==> config.mk <==
export PLATFORM = sky130hd
export DESIGN_NAME = i2cm_core
export DESIGN_NICKNAME = d
export VERILOG_FILES = /design/src/rtl/core/i2cm_pkg.sv /design/src/rtl/core/i2cm_core.sv
export SDC_FILE = /design/constraint.sdc
export NUM_CORES = 1
export LEC_CHECK = 0
export BUFFER_PORTS_ARGS = -buffer_cell sky130_fd_sc_hd__buf_2
export CORE_UTILIZATION = 45
export CTS_CLUSTER_SIZE = 14
export DETAILED_ROUTE_END_ITERATION = 10
export HOLD_SLACK_MARGIN = 0.12
export SLEW_MARGIN = 20
export SYNTH_ARGS = -nofsm -noshare
export SYNTH_HDL_FRONTEND = slang
export SYNTH_SLANG_ARGS = --single-unit
==> constraint.sdc <==
create_clock -name clk -period 4.5 [get_ports clk]
set_input_delay 0.675 -clock clk [delete_from_list [all_inputs] [get_ports clk]]
set_output_delay 0.675 -clock clk [all_outputs]
set_load 0.05 [all_outputs]
==> src/rtl/core/i2cm_pkg.sv <==
// Shared types, codes and reset constants for the I2C master bit engine.
package i2cm_pkg;

  localparam int unsigned STRETCH_BITS_DEF = 24;
  localparam int unsigned PHASE_W          = 16;
  localparam int unsigned LIMIT_W          = 24;
  localparam int unsigned CFG_DATA_W       = 24;
  localparam int unsigned CFG_IDX_W        = 1;

  localparam logic [PHASE_W-1:0] PHASE_TICKS_RST   = 16'd100;
  localparam logic [LIMIT_W-1:0] STRETCH_LIMIT_RST = 24'd50000;

  // Configuration register indexes
  localparam logic [CFG_IDX_W-1:0] REG_PHASE_TICKS   = 1'd0;
  localparam logic [CFG_IDX_W-1:0] REG_STRETCH_LIMIT = 1'd1;

  // Bus commands
  typedef enum logic [2:0] {
    CMD_NONE  = 3'd0,
    CMD_START = 3'd1,
    CMD_STOP  = 3'd2,
    CMD_WRITE = 3'd3,
    CMD_READ  = 3'd4,
    CMD_WACK  = 3'd5,
    CMD_SACK  = 3'd6,
    CMD_RSVD  = 3'd7
  } cmd_t;

  typedef struct packed {
    logic [2:0] cmd;
    logic [7:0] tx_byte;
    logic       ack_level;
    logic       scl_sense;
    logic       sda_sense;
  } in_item_t;

  typedef struct packed {
    logic       scl_drive;
    logic       sda_drive;
    logic       busy_res;
    logic       done_res;
    logic [7:0] rx_byte;
    logic       ack_seen;
    logic       timeout;
  } out_item_t;

  typedef struct packed {
    logic [PHASE_W-1:0] phase_ticks;
    logic [LIMIT_W-1:0] stretch_limit;
  } cfg_t;

endpackage

==> src/rtl/core/i2cm_core.sv <==
// Bus sequencer state and its single-tick next-state logic.
module i2cm_core import i2cm_pkg::*; #(
  parameter int unsigned STRETCH_BITS = STRETCH_BITS_DEF
) (
  input  logic      clk,
  input  logic      rst_n,
  input  logic      step,
  input  in_item_t  item,
  input  cfg_t      cfg,
  output out_item_t res
);

  typedef enum logic [12:0] {
    PH_IDLE   = 13'b0000000000001,
    PH_ST_HI  = 13'b0000000000010,
    PH_ST_D1  = 13'b0000000000100,
    PH_ST_D2  = 13'b0000000001000,
    PH_ST_D3  = 13'b0000000010000,
    PH_SP_D1  = 13'b0000000100000,
    PH_SP_HI  = 13'b0000001000000,
    PH_SP_D2  = 13'b0000010000000,
    PH_SP_D3  = 13'b0000100000000,
    PH_B_SET  = 13'b0001000000000,
    PH_B_HI   = 13'b0010000000000,
    PH_B_HOLD = 13'b0100000000000,
    PH_B_LO   = 13'b1000000000000
  } phase_t;

  phase_t                  phase_r,   phase_nxt;
  logic [2:0]              acmd_r,    acmd_nxt;
  logic [3:0]              bcnt_r,    bcnt_nxt;
  logic [7:0]              shift_r,   shift_nxt;
  logic                    ackc_r,    ackc_nxt;
  logic [PHASE_W-1:0]      delay_r,   delay_nxt;
  logic [STRETCH_BITS-1:0] stretch_r, stretch_nxt;
  logic                    scl_r,     scl_nxt;
  logic                    sda_r,     sda_nxt;
  logic [7:0]              rx_r,      rx_nxt;
  logic                    ack_r,     ack_nxt;

  logic [STRETCH_BITS-1:0] limit;
  logic [STRETCH_BITS-1:0] stretch_inc;
  logic                    go;
  phase_t                  tgt;
  logic                    cmpl;
  logic                    fin;
  logic                    tmo;

  // Effective limit: low STRETCH_BITS bits of the register, zero-extended when STRETCH_BITS exceeds LIMIT_W
  generate
    if (STRETCH_BITS <= LIMIT_W) begin : g_lim_trunc
      assign limit = cfg.stretch_limit[STRETCH_BITS-1:0];
    end else begin : g_lim_ext
      assign limit = {{(STRETCH_BITS-LIMIT_W){1'b0}}, cfg.stretch_limit};
    end
  endgenerate

  assign stretch_inc = stretch_r + 1'b1;

  always_comb begin
    phase_nxt   = phase_r;
    acmd_nxt    = acmd_r;
    bcnt_nxt    = bcnt_r;
    shift_nxt   = shift_r;
    ackc_nxt    = ackc_r;
    delay_nxt   = delay_r;
    stretch_nxt = stretch_r;
    scl_nxt     = scl_r;
    sda_nxt     = sda_r;
    rx_nxt      = rx_r;
    ack_nxt     = ack_r;
    go          = 1'b0;
    tgt         = PH_IDLE;
    cmpl        = 1'b0;
    fin         = 1'b0;
    tmo         = 1'b0;

    if (step) begin
      case (phase_r)
        PH_IDLE: begin
          if (item.cmd inside {[CMD_START:CMD_SACK]}) begin
            acmd_nxt  = item.cmd;
            bcnt_nxt  = 4'd0;
            ackc_nxt  = item.ack_level;
            shift_nxt = 8'd0;
            go        = 1'b1;
            case (item.cmd)
              CMD_START: tgt = PH_ST_HI;
              CMD_STOP:  tgt = PH_SP_D1;
              CMD_WRITE: begin
                shift_nxt = item.tx_byte;
                sda_nxt   = item.tx_byte[7];
                tgt       = PH_B_SET;
              end
              CMD_READ: begin
                sda_nxt = 1'b1;
                tgt     = PH_B_HI;
              end
              CMD_WACK: begin
                sda_nxt = 1'b1;
                tgt     = PH_B_SET;
              end
              default: begin
                sda_nxt = ~item.ack_level;
                tgt     = PH_B_SET;
              end
            endcase
          end
        end
        PH_ST_HI, PH_SP_HI, PH_B_HI: begin
          if (item.scl_sense) begin
            cmpl = 1'b1;
          end else begin
            stretch_nxt = stretch_inc;
            if (stretch_inc >= limit) begin
              if (acmd_r == CMD_READ) begin
                rx_nxt = 8'd0;
              end else if (acmd_r == CMD_WACK) begin
                ack_nxt = 1'b1;
              end
              scl_nxt   = 1'b1;
              tmo       = 1'b1;
              fin       = 1'b1;
              phase_nxt = PH_IDLE;
              acmd_nxt  = CMD_NONE;
            end
          end
        end
        default: begin
          if (delay_r <= PHASE_W'(1)) begin
            cmpl = 1'b1;
          end else begin
            delay_nxt = delay_r - 1'b1;
          end
        end
      endcase

      if (cmpl) begin
        go = 1'b1;
        case (phase_r)
          PH_ST_HI: tgt = PH_ST_D1;
          PH_ST_D1: tgt = PH_ST_D2;
          PH_ST_D2: tgt = PH_ST_D3;
          PH_SP_D1: tgt = PH_SP_HI;
          PH_SP_HI: tgt = PH_SP_D2;
          PH_SP_D2: tgt = PH_SP_D3;
          PH_B_SET: tgt = PH_B_HI;
          PH_B_HI:  tgt = PH_B_HOLD;
          PH_B_HOLD: begin
            if (acmd_r == CMD_READ && bcnt_r < 4'd8) begin
              shift_nxt = {shift_r[6:0], item.sda_sense};
              bcnt_nxt  = bcnt_r + 1'b1;
            end else if (acmd_r == CMD_WACK) begin
              ack_nxt = item.sda_sense;
            end
            tgt = PH_B_LO;
          end
          PH_B_LO: begin
            if (acmd_r == CMD_WRITE) begin
              bcnt_nxt = bcnt_r + 1'b1;
              if (bcnt_nxt < 4'd8) begin
                shift_nxt = {shift_r[6:0], 1'b0};
                sda_nxt   = shift_r[6];
                tgt       = PH_B_SET;
              end else begin
                go = 1'b0;
              end
            end else if (acmd_r == CMD_READ) begin
              if (bcnt_r < 4'd8) begin
                tgt = PH_B_HI;
              end else if (bcnt_r == 4'd8) begin
                bcnt_nxt = 4'd9;
                sda_nxt  = ~ackc_r;
                tgt      = PH_B_SET;
              end else begin
                rx_nxt = shift_r;
                go     = 1'b0;
              end
            end else begin
              go = 1'b0;
            end
          end
          default: go = 1'b0;  // end of start or stop
        endcase
        if (!go) begin
          fin       = 1'b1;
          phase_nxt = PH_IDLE;
          acmd_nxt  = CMD_NONE;
        end
      end
    end

    // Phase entry: reload timers, apply the phase's line levels
    if (go) begin
      phase_nxt   = tgt;
      delay_nxt   = cfg.phase_ticks;
      stretch_nxt = '0;
      case (tgt)
        PH_ST_HI: begin
          sda_nxt = 1'b1;
          scl_nxt = 1'b1;
        end
        PH_ST_D2: sda_nxt = 1'b0;
        PH_ST_D3: scl_nxt = 1'b0;
        PH_SP_D1: sda_nxt = 1'b0;
        PH_SP_HI: scl_nxt = 1'b1;
        PH_SP_D3: sda_nxt = 1'b1;
        PH_B_HI:  scl_nxt = 1'b1;
        PH_B_LO:  scl_nxt = 1'b0;
        default: ;
      endcase
    end
  end

  always_ff @(posedge clk) begin
    if (!rst_n) begin
      phase_r   <= PH_IDLE;
      acmd_r    <= CMD_NONE;
      bcnt_r    <= 4'd0;
      shift_r   <= 8'd0;
      ackc_r    <= 1'b0;
      delay_r   <= '0;
      stretch_r <= '0;
      scl_r     <= 1'b1;
      sda_r     <= 1'b1;
      rx_r      <= 8'd0;
      ack_r     <= 1'b0;
    end else begin
      phase_r   <= phase_nxt;
      acmd_r    <= acmd_nxt;
      bcnt_r    <= bcnt_nxt;
      shift_r   <= shift_nxt;
      ackc_r    <= ackc_nxt;
      delay_r   <= delay_nxt;
      stretch_r <= stretch_nxt;
      scl_r     <= scl_nxt;
      sda_r     <= sda_nxt;
      rx_r      <= rx_nxt;
      ack_r     <= ack_nxt;
    end
  end

  assign res.scl_drive = scl_nxt;
  assign res.sda_drive = sda_nxt;
  assign res.busy_res  = (phase_nxt != PH_IDLE);
  assign res.done_res  = fin;
  assign res.rx_byte   = rx_nxt;
  assign res.ack_seen  = ack_nxt;
  assign res.timeout   = tmo;

endmodule

# After elaboration in Yosys (flattened, before gate mapping)
# Index checks and enable logic that the tools add are counted.
totals:
  ff_bits: 80
  input_bits: 57
  wordCells: 179
op_classes:
  n_addsub: 3
  order_cmp: 6
  eq_ne: 31
  mux: 108
  n_bitwise: 4
  n_reduce_logical: 16
ops:
  columns: ["operator", "count"]
  rows:
  - ["2-to-1 mux 13 bit", 14]
  - ["2-to-1 mux 8 bit", 18]
  - ["case mux 13 bit (10 select lines)", 1]
  - ["2-to-1 mux 16 bit", 4]
  - ["2-to-1 mux 1 bit", 47]
  - ["case mux 11 bit (3 select lines)", 1]
  - ["2-to-1 mux 4 bit", 8]
  - ["equality test 13 x 11 -> 1 bit (second input constant)", 2]
  - ["equality test 13 bit (second input constant)", 2]
  - ["equality test 13 x 2 -> 1 bit (second input constant)", 2]
  - ["equality test 13 x 4 -> 1 bit (second input constant)", 2]
  - ["equality test 13 x 6 -> 1 bit (second input constant)", 2]
  - ["equality test 13 x 7 -> 1 bit (second input constant)", 2]
  - ["adder 24 x 1 -> 24 bit (second input constant)", 1]
  - [">= comparator 24 bit", 1]
  - ["2-to-1 mux 11 bit", 2]
  - ["less-or-equal comparator 16 x 1 -> 1 bit (second input constant)", 1]
  - ["case mux 8 bit (2 select lines)", 1]
  - ["subtractor 16 x 1 -> 16 bit (second input constant)", 1]
  - ["2-to-1 mux 3 bit", 5]
  - ["equality test 13 x 1 -> 1 bit (second input constant)", 1]
  - ["equality test 13 x 10 -> 1 bit (second input constant)", 1]
  - ["equality test 13 x 12 -> 1 bit (second input constant)", 1]
  - ["equality test 13 x 3 -> 1 bit (second input constant)", 1]
  - ["other kinds (26)", 47]

# Depth between registers and ports, before layout
logic_depth:
  word_depth: 15
  depth_mapped: 16
  depth_no_buf: 14

# Least setup slack after synthesis
# OpenSTA, ideal clock, no wires.
synth_timing:
  kind: "register -> output"
  from: "register stretch_r[0]"
  to: "output port res[11] (netlist bit)"
  arrival_ns: 3.731
  slack_ns: 0.094
  stages_incl_launch_ff: 15
  path_buffers: 1
  cell_sequence: "dfxtp_1 > ha_1 > and3_1 > clkbuf_1 > nand4b_1 > nor3_1 > and3_1 > nand3_1 > xnor2_1 > ha_1 > a211o_1 > a221oi_1 > o22a_1 > o21ai_0 > o211ai_1"
synth_rtl:
  columns: ["item", "line_no", "source"]
  rows:
  - ["start, declared", "i2cm_core.sv:35", "logic [STRETCH_BITS-1:0] stretch_r, stretch_nxt;"]
  - ["start signal, assigned", "i2cm_core.sv:235", "stretch_r <= stretch_nxt;"]
  - ["end, declared", "i2cm_core.sv:10", "output out_item_t res"]

==> results.py <==
metrics = {
    "placed_design": {
        "gp_congestion": 1.01,
        "hpwl_mm": 12.0,
        "portBuffers": 70,
        "placed_area_um2": 6250,
        "dp_slack_ns": 0.0929,
    },
    "synthesis": {
        "synth_top_area_share_pct": 28.1,
        "synth_cells": 749,
        "synth_nets": 835,
        "synth_area_leaders": "dfxtp_1, ha_1, a21oi_1",
        "seq_area_frac_synth_pct": 28.1,
        "yosysUniqueCellTypes": 75,
        "synthFlopType": "dfxtp_1",
        "synth_area_um2": 5690,
        "synth_enable_flop_cells": 0,
        "synth.avg_cell_area_um2": 7.60,
        "yosys_register_bits": 80,
        "yosys_warnings": 0,
        "synth_top_area_cell": "dfxtp_1",
        "async_flop_share_pct": 0,
    },
    "route": {
        "drtIter0Drc": 469,
        "drtPass1Iterations": 5,
        "ant_nets": 0,
        "drc": 0,
        "routed_wl_mm": 16.8,
        "num_vias": 5860,
        "via_per_inst": 5.92,
        "wire_per_inst_um": 17.0,
    },
    "global_route": {
        "grt_max_degree": 47,
        "overflow": 0,
        "antenna_found_initial": 0,
        "grt_pass1_wl_mm": 26.7,
        "track_usage_pct": 26.1,
        "grt_pass1_vias": 5303,
    },
    "finish": {
        "antenna_cells": 0,
        "mostFrequentLayoutCell": "nand2_1",
        "layout.nets": 904,
        "fin_area_um2": 6820,
        "layout_common_cells": "nand2_1, nor2_1, dfxtp_1, a21oi_1, buf_2",
        "area_delta_synth_final_pct": 19.9,
        "drive_gt1_share_pct": 19.6,
        "fill_cells": 1211,
    },
    "floorplan": {
        "die_x_um": 114,
        "start_util_pct": 46.8,
        "rows": 40,
        "die_y_um": 114,
        "dieArea_um2": 13100,
        "num_io_pins": 71,
        "coreArea_um2": 12200,
    },
    "cts": {
        "cts.path.max_buffers": 2,
        "holdBufCountCts": 0,
        "cts_inserted_buffers": 9,
        "clkSinkCount": 80,
        "clock_latency_ns": 0.35,
        "cts_tree": "done",
        "htreeDepth": 3,
        "root_buffer": "clkbuf_16",
        "clk_pin_slew_worst_paths_ns": 0.06,
    },
    "hold_path": {
        "min_from": "rx_r[2]",
        "hold_depth": 2,
        "hold_class": "flop to flop",
        "min_to": "rx_r[2]",
    },
    "sta": {
        "clock.fmax_mhz": 229,
        "setup_viol": 0,
        "rsz0062_at_grt": "yes",
        "tightest_slew_ns": 0.995,
        "skew_ns": 0.00489,
        "slew_headroom_pct": 33.1,
        "drv_slew": 0,
        "period_needed_ns": 4.38,
        "fin_worst_hold_slack_ns": 0.478,
        "worst_slack_ns": 0.124,
        "post-route-period-util_pct": 97.2,
        "setup_tns_ns": 0,
        "final_hold_viol_count": 0,
    },
    "critical_path": {
        "rr_worst_depth": 14,
        "r2r_end": "phase_r[1]",
        "worstPathArrival_ns": 3.70,
        "cp_max_fo": 5,
        "startpoint_type": "flop",
        "r2r_slack_ns": 0.85,
        "regToRegStartpoint": "stretch_r[0]",
        "required_ns": 3.83,
        "critPathKind": "flop to output pin",
        "critical_path.endpoint_type": "output pin",
    },
    "power": {
        "pwr-share-comb_pct": 30.8,
        "pwr-share-clk_pct": 33.9,
        "power_frac_seq_pct": 35.3,
        "swShare_pct": 35.6,
        "leakagePower_nw": 2.79,
        "ir_worst_vdd_uv": 273,
        "power_density_nw_per_um2": 346,
        "switching_power_w": 0.000840,
        "p_int_w": 0.00152,
    },
    "run_status": {
        "status": "finished clean",
    },
    "run": {
        "max-cap-violations": 0,
    },
}
-- power by group through the flow --
stage	clock, W	sequential, W	combinational (W)
global route	0.000845	0.000840	0.000791
detailed placement	0	0.000849	0.000709
floorplan	0	0.000827	0.000531
finish	0.000800	0.000833	0.000727
global placement	0	0.000845	0.000706
CTS	0.000824	0.000833	0.000719
-- sequential cells by signal, indices dropped and copies added (netlist names), 3 cells and up --
name	flops
shift_r	8
stretch_r	24
acmd_r	3
rx_r	8
delay_r	16
phase_r	13
bcnt_r	4
-- synth_stat cells, types with 3 or more instances --
| master | number |
|---|---|
| and2_1 | 8 |
| nand4_1 | 22 |
| nor2_1 | 76 |
| dfxtp_1 | 80 |
| a211oi_1 | 10 |
| mux2i_1 | 3 |
| xnor2_1 | 26 |
| o211ai_1 | 5 |
| and3_1 | 7 |
| nand2b_1 | 4 |
| buf_4 | 6 |
| a31oi_1 | 6 |
| buf_2 | 7 |
| and4_1 | 5 |
| inv_1 | 37 |
| a2bb2oi_1 | 10 |
| a22o_1 | 8 |
| a21o_1 | 7 |
| nand2_1 | 78 |
| a32oi_1 | 11 |
| nor3_1 | 19 |
| nor4_1 | 13 |
| nand3b_1 | 3 |
| xor2_1 | 31 |
| ha_1 | 29 |
| nand4b_1 | 3 |
| nand3_1 | 35 |
| o21ai_0 | 24 |
| a21oi_1 | 68 |
| nor4b_1 | 3 |
| or4_1 | 6 |
| or3_1 | 10 |
| o31a_1 | 5 |
| clkbuf_1 | 31 |
-- worst max path at each step --
| stage | startpoint | slack, ns | cells after the start | endpoint |
|---|---|---|---|---|
| 2_1_floorplan | stretch_r[0] | 0.09 | 14 | res[11] |
| 5_1_grt | stretch_r[0] | -0.06 | 14 | res[9] |
| 4_1_cts | stretch_r[13] | 0.0002 | 14 | res[11] |
| 3_3_place_gp | stretch_r[13] | 0.15 | 13 | res[1] |
| 3_5_place_dp | stretch_r[0] | 0.09 | 13 | res[1] |
| 6_report | stretch_r[0] | 0.12 | 14 | res[9] |
-- cells by family (layout without fill, tap and decap cells) --
kind of cell | Yosys count | after routing | synth area share (%)
AND/OR/NAND/NOR | 307 | 307 | 27.6
buffers and inverters | 84 | 156 | 6.09
adder cells (fa/ha/maj) | 29 | 29 | 6.38
flip-flops | 80 | 80 | 28.1
AO/OA/AOI/OAI | 188 | 189 | 22.3
multiplexers | 4 | 4 | 0.726
XOR/XNOR | 57 | 57 | 8.77
-- per-stage QoR --
stage | total power, W | util [%] | std cells
2_1_floorplan | 0.00136 | - | 749
5_1_grt | 0.00248 | 56.1 | 990
3_3_place_gp | 0.00155 | 51.4 | 966
4_1_cts | 0.00238 | 54.5 | 981
6_report | 0.00236 | 56.1 | 990
3_5_place_dp | 0.00156 | 51.4 | 966
-- area by class of cell --
type	count	area, um2	area share, %
sequential	80	1620	23.7
clock inverter	6	93.8	1.38
inverter	38	143	2.09
multi-input combinational	586	3900	57.2
timing repair buffer	103	631	9.25
tap	168	210	3.08
clock buffer	9	225	3.30
-- layer usage --
layer  up-vias  global-route usage, %  part of all wire, %
met5         -                      0                    0
met4         0                   10.4                  2.3
met3        31                   5.29                  5.8
met2       204                   42.5                   47
met1      2766                   33.8                   45
li1       2859                      -                    -
-- critical path, stage by stage, from the launching register on --
cell	delay (ns)
dfxtp_4	0.38
and3_4	0.18
nand4_1	0.14
nor3_2	0.23
buf_4	0.15
and4_4	0.24
xor2_1	0.08
ha_1	0.32
and4_1	0.20
nand3_2	0.07
or4_4	0.54
o32a_4	0.45
nand3_1	0.12
nand2_1	0.08
buf_6	0.16
-- what timing repair did --
item,CTS,global route
pin swaps,2,11
endpoints found under the hold margin,0,0
setup buffers,0,8
cloned,0,1
endpoints found under the setup margin,12,13
resized for setup,19,35
Note: power is estimated with default switching activity, not from simulation.
